[src/lcs_pkg.sv]
`timescale 1ns / 1ps

package lcs_pkg;

    localparam int MAX_LEN_DEF = 64;
    localparam int LEN_W       = 7;
    localparam int SYM_W       = 8;
    localparam int OP_W        = 2;

    // operation codes carried on s_tuser
    localparam logic [OP_W-1:0] OP_FIRST  = 2'd0;
    localparam logic [OP_W-1:0] OP_SECOND = 2'd1;
    localparam logic [OP_W-1:0] OP_CALC   = 2'd2;

    typedef enum logic [2:0] {
        S_IDLE  = 3'd0,
        S_START = 3'd1,
        S_ROW   = 3'd2,
        S_PRIME = 3'd3,
        S_CELL  = 3'd4,
        S_NEXT  = 3'd5,
        S_EMIT  = 3'd6,
        S_RET   = 3'd7
    } step_t;

    typedef enum logic [2:0] {
        C_NEXT     = 3'd0,
        C_ALWAYS   = 3'd1,
        C_NOT_CALC = 3'd2,
        C_EMPTY    = 3'd3,
        C_COL_MORE = 3'd4,
        C_ROW_MORE = 3'd5,
        C_OUT_BUSY = 3'd6
    } cond_t;

    typedef enum logic [2:0] {
        ACT_NONE  = 3'd0,
        ACT_START = 3'd1,
        ACT_ROW   = 3'd2,
        ACT_PRIME = 3'd3,
        ACT_CELL  = 3'd4,
        ACT_NEXT  = 3'd5,
        ACT_EMIT  = 3'd6
    } act_t;

    typedef struct packed {
        logic  take;
        cond_t cond;
        step_t target;
        act_t  act;
    } ctrl_t;

    typedef struct packed {
        logic calc_acc;
        logic empty;
        logic col_more;
        logic row_more;
        logic out_busy;
    } stat_t;

    // microprogram: a true condition jumps to target, otherwise advance one step
    function automatic ctrl_t ucode_rom(input step_t s);
        ctrl_t w;
        unique case (s)
            S_IDLE:  w = '{1'b1, C_NOT_CALC, S_IDLE,  ACT_NONE};
            S_START: w = '{1'b0, C_EMPTY,    S_EMIT,  ACT_START};
            S_ROW:   w = '{1'b0, C_NEXT,     S_IDLE,  ACT_ROW};
            S_PRIME: w = '{1'b0, C_NEXT,     S_IDLE,  ACT_PRIME};
            S_CELL:  w = '{1'b0, C_COL_MORE, S_CELL,  ACT_CELL};
            S_NEXT:  w = '{1'b0, C_ROW_MORE, S_ROW,   ACT_NEXT};
            S_EMIT:  w = '{1'b0, C_OUT_BUSY, S_EMIT,  ACT_EMIT};
            S_RET:   w = '{1'b0, C_ALWAYS,   S_IDLE,  ACT_NONE};
        endcase
        return w;
    endfunction

endpackage

[src/lcs_ram.sv]
`timescale 1ns / 1ps

module lcs_ram #(
    parameter int WIDTH = 8,
    parameter int DEPTH = 64
) (
    input  logic                                     aclk,
    input  logic                                     we,
    input  logic [$clog2(DEPTH > 1 ? DEPTH : 2)-1:0] waddr,
    input  logic [WIDTH-1:0]                         wdata,
    input  logic [$clog2(DEPTH > 1 ? DEPTH : 2)-1:0] raddr,
    output logic [WIDTH-1:0]                         rdata
);

    logic [WIDTH-1:0] mem [DEPTH];

    always_ff @(posedge aclk) begin
        if (we) begin
            mem[waddr] <= wdata;
        end
        rdata <= mem[raddr];
    end

endmodule

[src/lcs_seq.sv]
`timescale 1ns / 1ps

module lcs_seq (
    input  logic          aclk,
    input  logic          aresetn,
    input  lcs_pkg::stat_t stat,
    output lcs_pkg::ctrl_t ctrl
);
    import lcs_pkg::*;

    step_t step_reg, step_next;
    logic  jump;

    assign ctrl = ucode_rom(step_reg);

    always_comb begin
        unique case (ctrl.cond)
            C_NEXT:     jump = 1'b0;
            C_ALWAYS:   jump = 1'b1;
            C_NOT_CALC: jump = !stat.calc_acc;
            C_EMPTY:    jump = stat.empty;
            C_COL_MORE: jump = stat.col_more;
            C_ROW_MORE: jump = stat.row_more;
            C_OUT_BUSY: jump = stat.out_busy;
            default:    jump = 1'b0;
        endcase
        step_next = jump ? ctrl.target : step_t'(step_reg + 3'd1);
    end

    always_ff @(posedge aclk) begin
        if (!aresetn) begin
            step_reg <= S_IDLE;
        end else begin
            step_reg <= step_next;
        end
    end

endmodule

[src/lcs_dp.sv]
`timescale 1ns / 1ps

module lcs_dp #(
    parameter int MAX_LEN = lcs_pkg::MAX_LEN_DEF
) (
    input  logic                        aclk,
    input  logic                        aresetn,
    input  lcs_pkg::ctrl_t              ctrl,
    output lcs_pkg::stat_t              stat,
    input  logic                        s_tvalid,
    output logic                        s_tready,
    input  logic [lcs_pkg::SYM_W-1:0]   s_tdata,
    input  logic [lcs_pkg::OP_W-1:0]    s_tuser,
    output logic                        m_tvalid,
    input  logic                        m_tready,
    output logic [7:0]                  m_tdata,
    output logic [0:0]                  m_tuser
);
    import lcs_pkg::*;

    localparam int CW = $clog2(MAX_LEN + 1);
    localparam int AW = $clog2(MAX_LEN > 1 ? MAX_LEN : 2);

    logic [CW-1:0]    first_cnt_reg, first_cnt_next;
    logic [CW-1:0]    second_cnt_reg, second_cnt_next;
    logic             dropped_reg, dropped_next;
    logic [AW-1:0]    i_reg, i_next;
    logic [AW-1:0]    col_reg, col_next;
    logic [CW-1:0]    diag_reg, diag_next;
    logic [CW-1:0]    left_reg, left_next;
    logic [SYM_W-1:0] sym_reg, sym_next;
    logic             top_row_reg, top_row_next;
    logic             out_valid_reg, out_valid_next;
    logic [LEN_W-1:0] out_len_reg, out_len_next;
    logic             out_ovf_reg, out_ovf_next;

    logic             accept;
    logic             first_we, second_we, score_we;
    logic [SYM_W-1:0] first_rdata, second_rdata;
    logic [CW-1:0]    score_rdata;
    logic [AW-1:0]    rd_col;
    logic [CW-1:0]    above, diag_hit, side, best;
    logic             emit;

    assign s_tready = ctrl.take;
    assign accept   = s_tvalid & ctrl.take;

    assign first_we  = accept && (s_tuser == OP_FIRST)  && (first_cnt_reg  != CW'(MAX_LEN));
    assign second_we = accept && (s_tuser == OP_SECOND) && (second_cnt_reg != CW'(MAX_LEN));

    // fetch the next column while the current cell is resolved
    assign rd_col   = (ctrl.act == ACT_CELL) ? col_reg + AW'(1) : col_reg;
    assign above    = top_row_reg ? '0 : score_rdata;
    assign diag_hit = diag_reg + CW'(sym_reg == second_rdata);
    assign side     = (left_reg > above) ? left_reg : above;
    assign best     = (diag_hit > side) ? diag_hit : side;
    assign score_we = (ctrl.act == ACT_CELL);

    assign stat.calc_acc = accept && (s_tuser == OP_CALC);
    assign stat.empty    = (first_cnt_reg == '0) || (second_cnt_reg == '0);
    assign stat.col_more = (CW'(col_reg) + CW'(1)) != second_cnt_reg;
    assign stat.row_more = (CW'(i_reg) + CW'(1)) != first_cnt_reg;
    assign stat.out_busy = out_valid_reg & ~m_tready;

    assign emit = (ctrl.act == ACT_EMIT) && !stat.out_busy;

    lcs_ram #(.WIDTH(SYM_W), .DEPTH(MAX_LEN)) u_first (
        .aclk  (aclk),
        .we    (first_we),
        .waddr (first_cnt_reg[AW-1:0]),
        .wdata (s_tdata),
        .raddr (i_reg),
        .rdata (first_rdata)
    );

    lcs_ram #(.WIDTH(SYM_W), .DEPTH(MAX_LEN)) u_second (
        .aclk  (aclk),
        .we    (second_we),
        .waddr (second_cnt_reg[AW-1:0]),
        .wdata (s_tdata),
        .raddr (rd_col),
        .rdata (second_rdata)
    );

    lcs_ram #(.WIDTH(CW), .DEPTH(MAX_LEN)) u_score (
        .aclk  (aclk),
        .we    (score_we),
        .waddr (col_reg),
        .wdata (best),
        .raddr (rd_col),
        .rdata (score_rdata)
    );

    always_comb begin
        first_cnt_next  = first_cnt_reg;
        second_cnt_next = second_cnt_reg;
        dropped_next    = dropped_reg;
        i_next          = i_reg;
        col_next        = col_reg;
        diag_next       = diag_reg;
        left_next       = left_reg;
        sym_next        = sym_reg;
        top_row_next    = top_row_reg;
        out_len_next    = out_len_reg;
        out_ovf_next    = out_ovf_reg;

        if (first_we) begin
            first_cnt_next = first_cnt_reg + CW'(1);
        end
        if (second_we) begin
            second_cnt_next = second_cnt_reg + CW'(1);
        end
        // flag an append to a full string
        if (accept && (((s_tuser == OP_FIRST) && !first_we) ||
                       ((s_tuser == OP_SECOND) && !second_we))) begin
            dropped_next = 1'b1;
        end

        unique case (ctrl.act)
            ACT_NONE: begin
            end
            ACT_START: begin
                i_next       = '0;
                left_next    = '0;
                top_row_next = 1'b1;
            end
            ACT_ROW: begin
                col_next  = '0;
                diag_next = '0;
                left_next = '0;
            end
            ACT_PRIME: begin
                sym_next = first_rdata;
            end
            ACT_CELL: begin
                left_next = best;
                diag_next = above;
                col_next  = col_reg + AW'(1);
            end
            ACT_NEXT: begin
                i_next       = i_reg + AW'(1);
                top_row_next = 1'b0;
            end
            ACT_EMIT: begin
                if (emit) begin
                    out_len_next    = LEN_W'(left_reg);
                    out_ovf_next    = dropped_reg;
                    first_cnt_next  = '0;
                    second_cnt_next = '0;
                    dropped_next    = 1'b0;
                end
            end
            default: begin
            end
        endcase

        if (emit) begin
            out_valid_next = 1'b1;
        end else if (m_tready) begin
            out_valid_next = 1'b0;
        end else begin
            out_valid_next = out_valid_reg;
        end
    end

    always_ff @(posedge aclk) begin
        if (!aresetn) begin
            first_cnt_reg  <= '0;
            second_cnt_reg <= '0;
            dropped_reg    <= 1'b0;
            out_valid_reg  <= 1'b0;
        end else begin
            first_cnt_reg  <= first_cnt_next;
            second_cnt_reg <= second_cnt_next;
            dropped_reg    <= dropped_next;
            out_valid_reg  <= out_valid_next;
        end
    end

    always_ff @(posedge aclk) begin
        i_reg       <= i_next;
        col_reg     <= col_next;
        diag_reg    <= diag_next;
        left_reg    <= left_next;
        sym_reg     <= sym_next;
        top_row_reg <= top_row_next;
        out_len_reg <= out_len_next;
        out_ovf_reg <= out_ovf_next;
    end

    assign m_tvalid = out_valid_reg;
    assign m_tdata  = {{(8 - LEN_W){1'b0}}, out_len_reg};
    assign m_tuser  = out_ovf_reg;

endmodule

[src/lcs_length_engine.sv]
`timescale 1ns / 1ps
// Channel   Dir  Ports                        Contents
// s_        in   s_tvalid s_tready s_tdata    tdata[7:0] symbol
//                s_tuser                      tuser[1:0] operation
// m_        out  m_tvalid m_tready m_tdata    tdata[6:0] lcs_length, tdata[7] zero
//                m_tuser                      tuser[0] overflow
//
// Appends are accepted back to back; s_tready stays high between computes.
// A compute holds s_tready low until it returns to idle; with both strings
// non-empty it resolves one DP cell per cycle through the score-row RAM,
// plus three steps per row, two of them to fetch its first-string character.
// Reset (aresetn low at a clock edge) empties both strings and clears the flag.
// A result not yet taken holds the next compute at its emit step.

module lcs_length_engine #(
    parameter int MAX_LEN = lcs_pkg::MAX_LEN_DEF
) (
    input  logic                      aclk,
    input  logic                      aresetn,
    input  logic                      s_tvalid,
    output logic                      s_tready,
    input  logic [7:0]                s_tdata,   // [7:0] symbol
    input  logic [lcs_pkg::OP_W-1:0]  s_tuser,   // [1:0] operation
    output logic                      m_tvalid,
    input  logic                      m_tready,
    output logic [7:0]                m_tdata,   // [6:0] lcs_length, [7] zero
    output logic [0:0]                m_tuser    // [0] overflow
);
    import lcs_pkg::*;

    ctrl_t ctrl;
    stat_t stat;

    lcs_seq u_seq (
        .aclk    (aclk),
        .aresetn (aresetn),
        .stat    (stat),
        .ctrl    (ctrl)
    );

    lcs_dp #(.MAX_LEN(MAX_LEN)) u_dp (
        .aclk     (aclk),
        .aresetn  (aresetn),
        .ctrl     (ctrl),
        .stat     (stat),
        .s_tvalid (s_tvalid),
        .s_tready (s_tready),
        .s_tdata  (s_tdata),
        .s_tuser  (s_tuser),
        .m_tvalid (m_tvalid),
        .m_tready (m_tready),
        .m_tdata  (m_tdata),
        .m_tuser  (m_tuser)
    );

endmodule

[config.mk]
export PLATFORM = sky130hd
export DESIGN_NAME = lcs_length_engine
export DESIGN_NICKNAME = d
export VERILOG_FILES = /design/src/lcs_pkg.sv /design/src/lcs_ram.sv /design/src/lcs_seq.sv /design/src/lcs_dp.sv /design/src/lcs_length_engine.sv
export SDC_FILE = /design/constraint.sdc
export NUM_CORES = 2
export LEC_CHECK = 0
export BUFFER_PORTS_ARGS = -buffer_cell sky130_fd_sc_hd__buf_4
export CORE_ASPECT_RATIO = 1.25
export CORE_UTILIZATION = 35
export DETAILED_ROUTE_END_ITERATION = 7
export MAX_ROUTING_LAYER = met4
export PLACE_DENSITY = 0.47
export REMOVE_ABC_BUFFERS = 1
export SYNTH_ARGS = -nofsm -noshare
export SYNTH_HDL_FRONTEND = slang
export SYNTH_SLANG_ARGS = --single-unit
[constraint.sdc]
create_clock -name aclk -period 8.6 [get_ports aclk]
set_input_delay 0.86 -clock aclk [delete_from_list [all_inputs] [get_ports aclk]]
set_output_delay 0.86 -clock aclk [all_outputs]
set_load 0.005 [all_outputs]
; ---- Yosys cells after proc, flatten, opt, wreduce, memory -nomap -nowiden
; Memory sizes are Yosys's and may differ from the RTL's. A register that Yosys moved wholly into a read port is not among the register bits.
; Cells that the tools add are included.
[classes]
n_addsub = 8
order_cmp = 2
eq_ne = 19
n_mux = 29
bitwise_logic = 3
reduce_logical = 24
[op_table]
columns = cell, n
row1 = 7-bit 2-to-1 mux, 9
row2 = 7-bit case mux with 2 select lines, 2
row3 = 6-bit case mux with 2 select lines, 2
row4 = 3-bit equality test (second input constant), 6
row5 = 6-bit by 1-bit adder with 7-bit output (second input constant), 2
row6 = 7-bit by 1-bit adder with 7-bit output (second input constant), 2
row7 = 7-bit > comparator, 2
row8 = 7-bit logical NOT, 2
row9 = 7-bit inequality test, 2
row10 = 7-bit inequality test (second input constant), 2
row11 = 6-bit by 1-bit adder with 6-bit output (second input constant), 2
row12 = 3-bit by 2-bit equality test with 1-bit output (second input constant), 4
row13 = 1-bit 2-to-1 mux, 11
row14 = 1-bit logical AND, 9
row15 = 8-bit equality test, 1
row16 = 2-bit nonzero test, 4
row17 = 7-bit by 1-bit adder with 7-bit output, 1
row18 = 3-bit by 1-bit equality test with 1-bit output (second input constant), 2
row19 = 3-bit 2-to-1 mux, 2
row20 = 6-bit 2-to-1 mux, 1
row21 = 1-bit case mux with 6 select lines, 1
row22 = 1-bit logical NOT, 4
row23 = 3-bit by 1-bit adder with 3-bit output (second input constant), 1
row24 = 1-bit bitwise AND, 2
row25 = other kinds (8), 9
[totals]
regBits = 62
ramBits = 1472
romBits = 72
inputBits = 14
out_inout_bits = 11
memories = 4
[memory_table]
columns = memory, words, word_bits, rd, rd_ports_with_merged_regs, wr, line_no
row1 = u_dp.u_first.mem, 64, 8, 1, 1, 1, lcs_ram.sv:15  ; logic [WIDTH-1:0] mem [DEPTH];
row2 = u_dp.u_second.mem, 64, 8, 1, 1, 1, lcs_ram.sv:15
row3 = u_dp.u_score.mem, 64, 7, 1, 1, 1, lcs_ram.sv:15
row4 = (name not given), 8, 9, 1, 1, 0, lcs_pkg.sv:64  ; unique case (s)

; ---- Depth between registers and ports, before layout
[logic_depth]
word_depth = 10
ltp_mapped = 16

; ---- Hierarchy
; A second synthesis with hierarchy kept.
[hier_totals]
cells_unflattened = 3104
hier_area_um2 = 62018.2
[modules_own_cells]
columns = mod, instances, cells_per_inst, area_each_um2, seq_area_each_um2
row1 = lcs_ram at u_dp.u_first ..., 2, 940, 20166.8, 15534.9
row2 = lcs_ram at u_dp.u_score, 1, 827, 17635.7, 13593.0
row3 = lcs_dp, 1, 332, 3424.5, 1611.5
row4 = lcs_seq, 1, 65, 624.3, 220.2

; ---- Worst setup path before layout
; OpenSTA, ideal clock, no wires.
[synth_path]
kind = reg2reg
from = reg u_dp.top_row_reg
to = mem u_dp.u_score.mem[0][2] in the netlist's numbering, data pin
setup_ns = 0.569
arrival_ns = 5.347
required_time_ns = 8.031
setup_slack_ns = 2.684
path_stages_with_launch = 14
path_buffers = 0
synth_period_minus_slack_ns = 5.916
cell_sequence = edfxtp_1 -> nand2b_1 -> ha_1 -> a21o_1 -> a21oi_1 -> nor2b_1 -> o31ai_2 -> mux2_2 -> ha_1 -> a21o_1 -> a21o_1 -> a211oi_1 -> o21bai_1 -> mux2i_1
[synth_via]
elab_chain_len = 5
[synth_rtl]
columns = element, line_no
row1 = "start, declared", lcs_dp.sv:32  ; logic top_row_reg, top_row_next;
row2 = "start signal, assigned", lcs_dp.sv:186  ; top_row_reg <= top_row_next;
row3 = 7-bit 2-to-1 mux *, lcs_dp.sv:53  ; assign above = top_row_reg ? '0 : score_rdata;
row4 = 7-bit > comparator, lcs_dp.sv:55  ; assign side = (left_reg > above) ? left_reg : above;
row5 = 7-bit 2-to-1 mux *, lcs_dp.sv:55
row6 = 7-bit > comparator, lcs_dp.sv:56  ; assign best = (diag_hit > side) ? diag_hit : side;
row7 = 7-bit 2-to-1 mux *, lcs_dp.sv:56
row8 = via u_dp.best[2], lcs_dp.sv:42  ; logic [CW-1:0] above, diag_hit, side, best;
row9 = "end, declared", lcs_ram.sv:15
; The timed path passes the listed nets; every way through them passes the cells marked *.

; ---- Final worst setup path
[layout_path]
from = reg u_dp.top_row_reg
to = mem u_dp.u_score.mem[46][1] in the netlist's numbering, data pin
; Same word-level chain as after synthesis.

==> summary.md <==
| Metric | Value |
|---|---|
| CTS root buf | `clkbuf_16` |
| CTS tree | `yes` |
| CP required | `9120 ps` |
| Total congestion overflow | `0` |
| Die area | `0.180 mm^2` |
| Final period utilization | `64.7%` |
| Syn-to-layout area delta | `12.8%` |
| Worst Skew | `28.5 ps` |
| Share of cells above drive strength 1 | `10.8%` |
| Post-synth EDFFs | `1515` |
| Final std cells w/o fill | `6545` |
| IO Port Bufs | `23` |
| Distinct cell type count of the synthesized netlist | `66` |
| Utilization after layout | `39.9%` |
| Avg WL per Cell | `25.4 um` |
| Worst hold stages | `2` |
| CP max FO | `49` |
| Synth Area in Compound Gates | `5.90%` |
| Vias per cell | `5.21` |
| Post-route design area | `0.0703 mm^2` |
| Multiplexer area fraction after synthesis | `7.89%` |
| Synth Instances | `4055` |
| PwrDens | `352 mW/mm^2` |
| Peak Freq | `180 MHz` |
| Worst setup SP type | `flip-flop` |
| Yosys reg bits | `1565` |
| Cts hold-fix bufs | `0` |
| HP Start | `aresetn` |
| Drt drc | `0` |
| Placed inst area | `0.0650 mm^2` |
| Ys Warns | `0` |
| VDD IR max | `0.000448 V` |
| H-tree levels | `4` |
| ANT nets after route | `0` |
| Post-CTS setup buffer count | `0` |
| Slew margin rel. | `17.7%` |
| WL final | `166 mm` |
| Hold Path Class | `in2reg` |
| Placed insts | `6236` |
| Inserted Clock Buffers | `166` |
| Clock-pin transition on the worst setup and hold timing paths | `60 ps` |
| Routability cong. | `0.799` |
| Largest family of logic cells by synthesized area | `simple AND/OR/NAND/NOR gates` |
| Slew @ Worst Pin | `1230 ps` |
| RR Startpoint | `u_dp.top_row_reg` |
| Initial antenna violation count | `5` |
| RSZ-0062 raised after global routing | `false` |
| Endpoints failing hold | `0` |
| Core Box Area | `0.176 mm^2` |
| FP Rows | `172` |
| Avg Cell Area, Syn | `15.4 um^2` |
| Initial Utilization | `35.3%` |
| Chip height | `474 um` |
| Post_cts resized | `0` |
| Num ports | `25` |
| First-pass GRT wire length | `242 mm` |
| Post-Synth Simple-Gate Area | `8.35%` |
| MaxCap Viol Count | `0` |
| Area share of fa/ha/maj cells after synthesis | `0.502%` |
| Period minus WS final | `5570 ps` |
| XOR/XNOR Fraction of Synth Area | `0.747%` |
| Initial DRC count | `2617` |
| CP startpoint | `u_dp.top_row_reg` |
| Largest net degree at the start of global routing | `136` |
| Seq/Total Area, Yosys | `74.6%` |
| DRT Pass-1 Iters | `5` |
| Crit Path Category | `reg2reg` |
| Mapped Area | `0.0623 mm^2` |
| GRT Total Usage | `19.0%` |
| Primary FF master, synth | `edfxtp_1` |
| Detailed-placement wirelength estimate | `98.0 mm` |
| Vias in the first global route | `34000` |
| Die Width | `379 um` |
| Final Net Count | `4094` |
| Largest regs | `u_dp.u_first.mem x512, u_dp.u_second.mem x512, u_dp.u_score.mem x448` |
| R2R cell count | `14` |
| CP arrival | `6090 ps` |
| Hold Slack | `390 ps` |
| Clock Latency Late Sink | `820 ps` |
| Endpoint, Worst Hold | `u_dp.m_tvalid` |
| Final slew viol count | `0` |
| Outcome | `complete, no violations` |
| Final setup violation count | `0` |
| Pleak | `23.0 nW` |
| Crit end category | `flip-flop` |
| Vias | `34100` |
| CTS Sinks | `1565` |
| Worst r2r dst | `u_dp.u_score.mem[46][1]` |
| R2R setup slack | `3030 ps` |
| Max clock buf depth | `3` |
| Asr flop ratio synth | `0%` |
power by group:
| group | switching (mW) | internal, mW | leakage [nW] |
|---|---|---|---|
| sequential | 0.168 | 9.53 | 14.1 |
| combinational | 5.68 | 2.31 | 6.32 |
| clock | 3.03 | 4.02 | 2.57 |
| total | 8.87 | 15.9 | 23.0 |
worst max-delay path, cell delays in order (launching register included):
cell	delay [ps]
edfxtp_1	470
nand2b_1	220
ha_1	320
a21o_1	180
a21oi_1	140
nor2b_1	90
o31ai_2	520
mux2_2	440
ha_1	320
a21o_1	160
a21o_1	170
a211oi_1	480
o21bai_1	590
mux2_2	590
buf_4	510
metal layers:
metal	part of all wire (%)	wire length, um	track usage (%)	up-vias
li1	-	-	-	15600
met1	43	71100	23.9	17500
met2	50	83700	31.4	741
met3	4.1	6760	2.86	225
met4	2.9	4810	6.19	0
met5	0	0	-	-
Yosys cell counts, types with 21 or more instances:
library cell | n | share of area (%)
xor2_1 | 21 | 0.30
and3_1 | 66 | 0.66
a31oi_1 | 120 | 1.2
nor2_1 | 252 | 1.5
nand4_1 | 28 | 0.28
edfxtp_1 | 1515 | 73
buf_2 | 103 | 0.83
o221ai_1 | 32 | 0.45
mux4_2 | 72 | 2.6
xnor2_1 | 29 | 0.41
mux2i_1 | 285 | 4.6
a21oi_1 | 82 | 0.66
mux2_2 | 39 | 0.70
clkbuf_1 | 120 | 0.72
dfxtp_1 | 50 | 1.6
a32oi_1 | 174 | 2.4
nand2_1 | 683 | 4.1
inv_1 | 29 | 0.17
o22ai_1 | 35 | 0.35
nand3_1 | 100 | 0.80
ha_1 | 25 | 0.50
o21ai_0 | 45 | 0.36
per-stage QoR:
step | TNS [ps] | setup WS (ps) | total power [mW]
6_report | 0 | 3030 | 24.7
4_1_cts | 0 | 2930 | 25.1
5_1_grt | 0 | 2580 | 25.8
3_5_place_dp | 0 | 2940 | 18.0
2_1_floorplan | -273760 | -17990 | 15.3
3_3_place_gp | 0 | 2930 | 18.0
worst max-delay path by stage:
stage                     cells past startpoint                      end
final                                        14  u_dp.u_score.mem[46][1]
after global routing                         17         u_dp.left_reg[0]
after CTS                                    15         u_dp.left_reg[1]
after detailed placement                     15         u_dp.left_reg[1]
after global placement                       15         u_dp.left_reg[1]
after floorplan                               7   u_dp.u_second.rdata[6]
logic make-up (layout without fill, tap and decap cells):
| group | after synthesis | after routing |
|---|---|---|
| compound gates | 519 | 519 |
| xor+xnor | 51 | 51 |
| fa+ha+maj | 25 | 25 |
| buf+inv | 281 | 416 |
| flops | 1565 | 1565 |
| mux | 396 | 396 |
| other cells | 1 | 7 |
| simple gates | 1217 | 1217 |
cells in the final DEF (no fill, tap or decap), types with 6 or more instances in the layout:
cell type	instances
a21oi_1	81
a31oi_1	120
a32oi_1	174
and2_1	10
and3_1	66
buf_12	6
buf_4	78
bufinv_16	13
clkbuf_1	41
clkbuf_16	166
clkbuf_8	6
clkinv_1	35
clkinv_2	19
dfxtp_1	50
diode_2	6
edfxtp_1	1515
ha_1	25
inv_1	29
inv_6	6
mux2_2	39
mux2i_1	280
mux4_2	72
nand2_1	682
nand2b_1	9
nand3_1	100
nand3b_1	11
nand4_1	28
nor2_1	252
nor2b_1	19
nor3_1	6
o21ai_0	45
o221ai_1	32
o22ai_1	33
xnor2_1	28
xor2_1	21
final cells by class:
class / instances / area (um^2)
diodes: 6 / 15.0
clock buffers: 213 / 4390
clock inverters: 90 / 898
fillers: 16100 / 106000
inverters: 29 / 109
multi-input cells: 2209 / 14700
flip-flops and latches: 1565 / 46500
well taps: 2349 / 2940
repair buffers: 84 / 706
No activity file was read; power rests on OpenSTA's default activity.
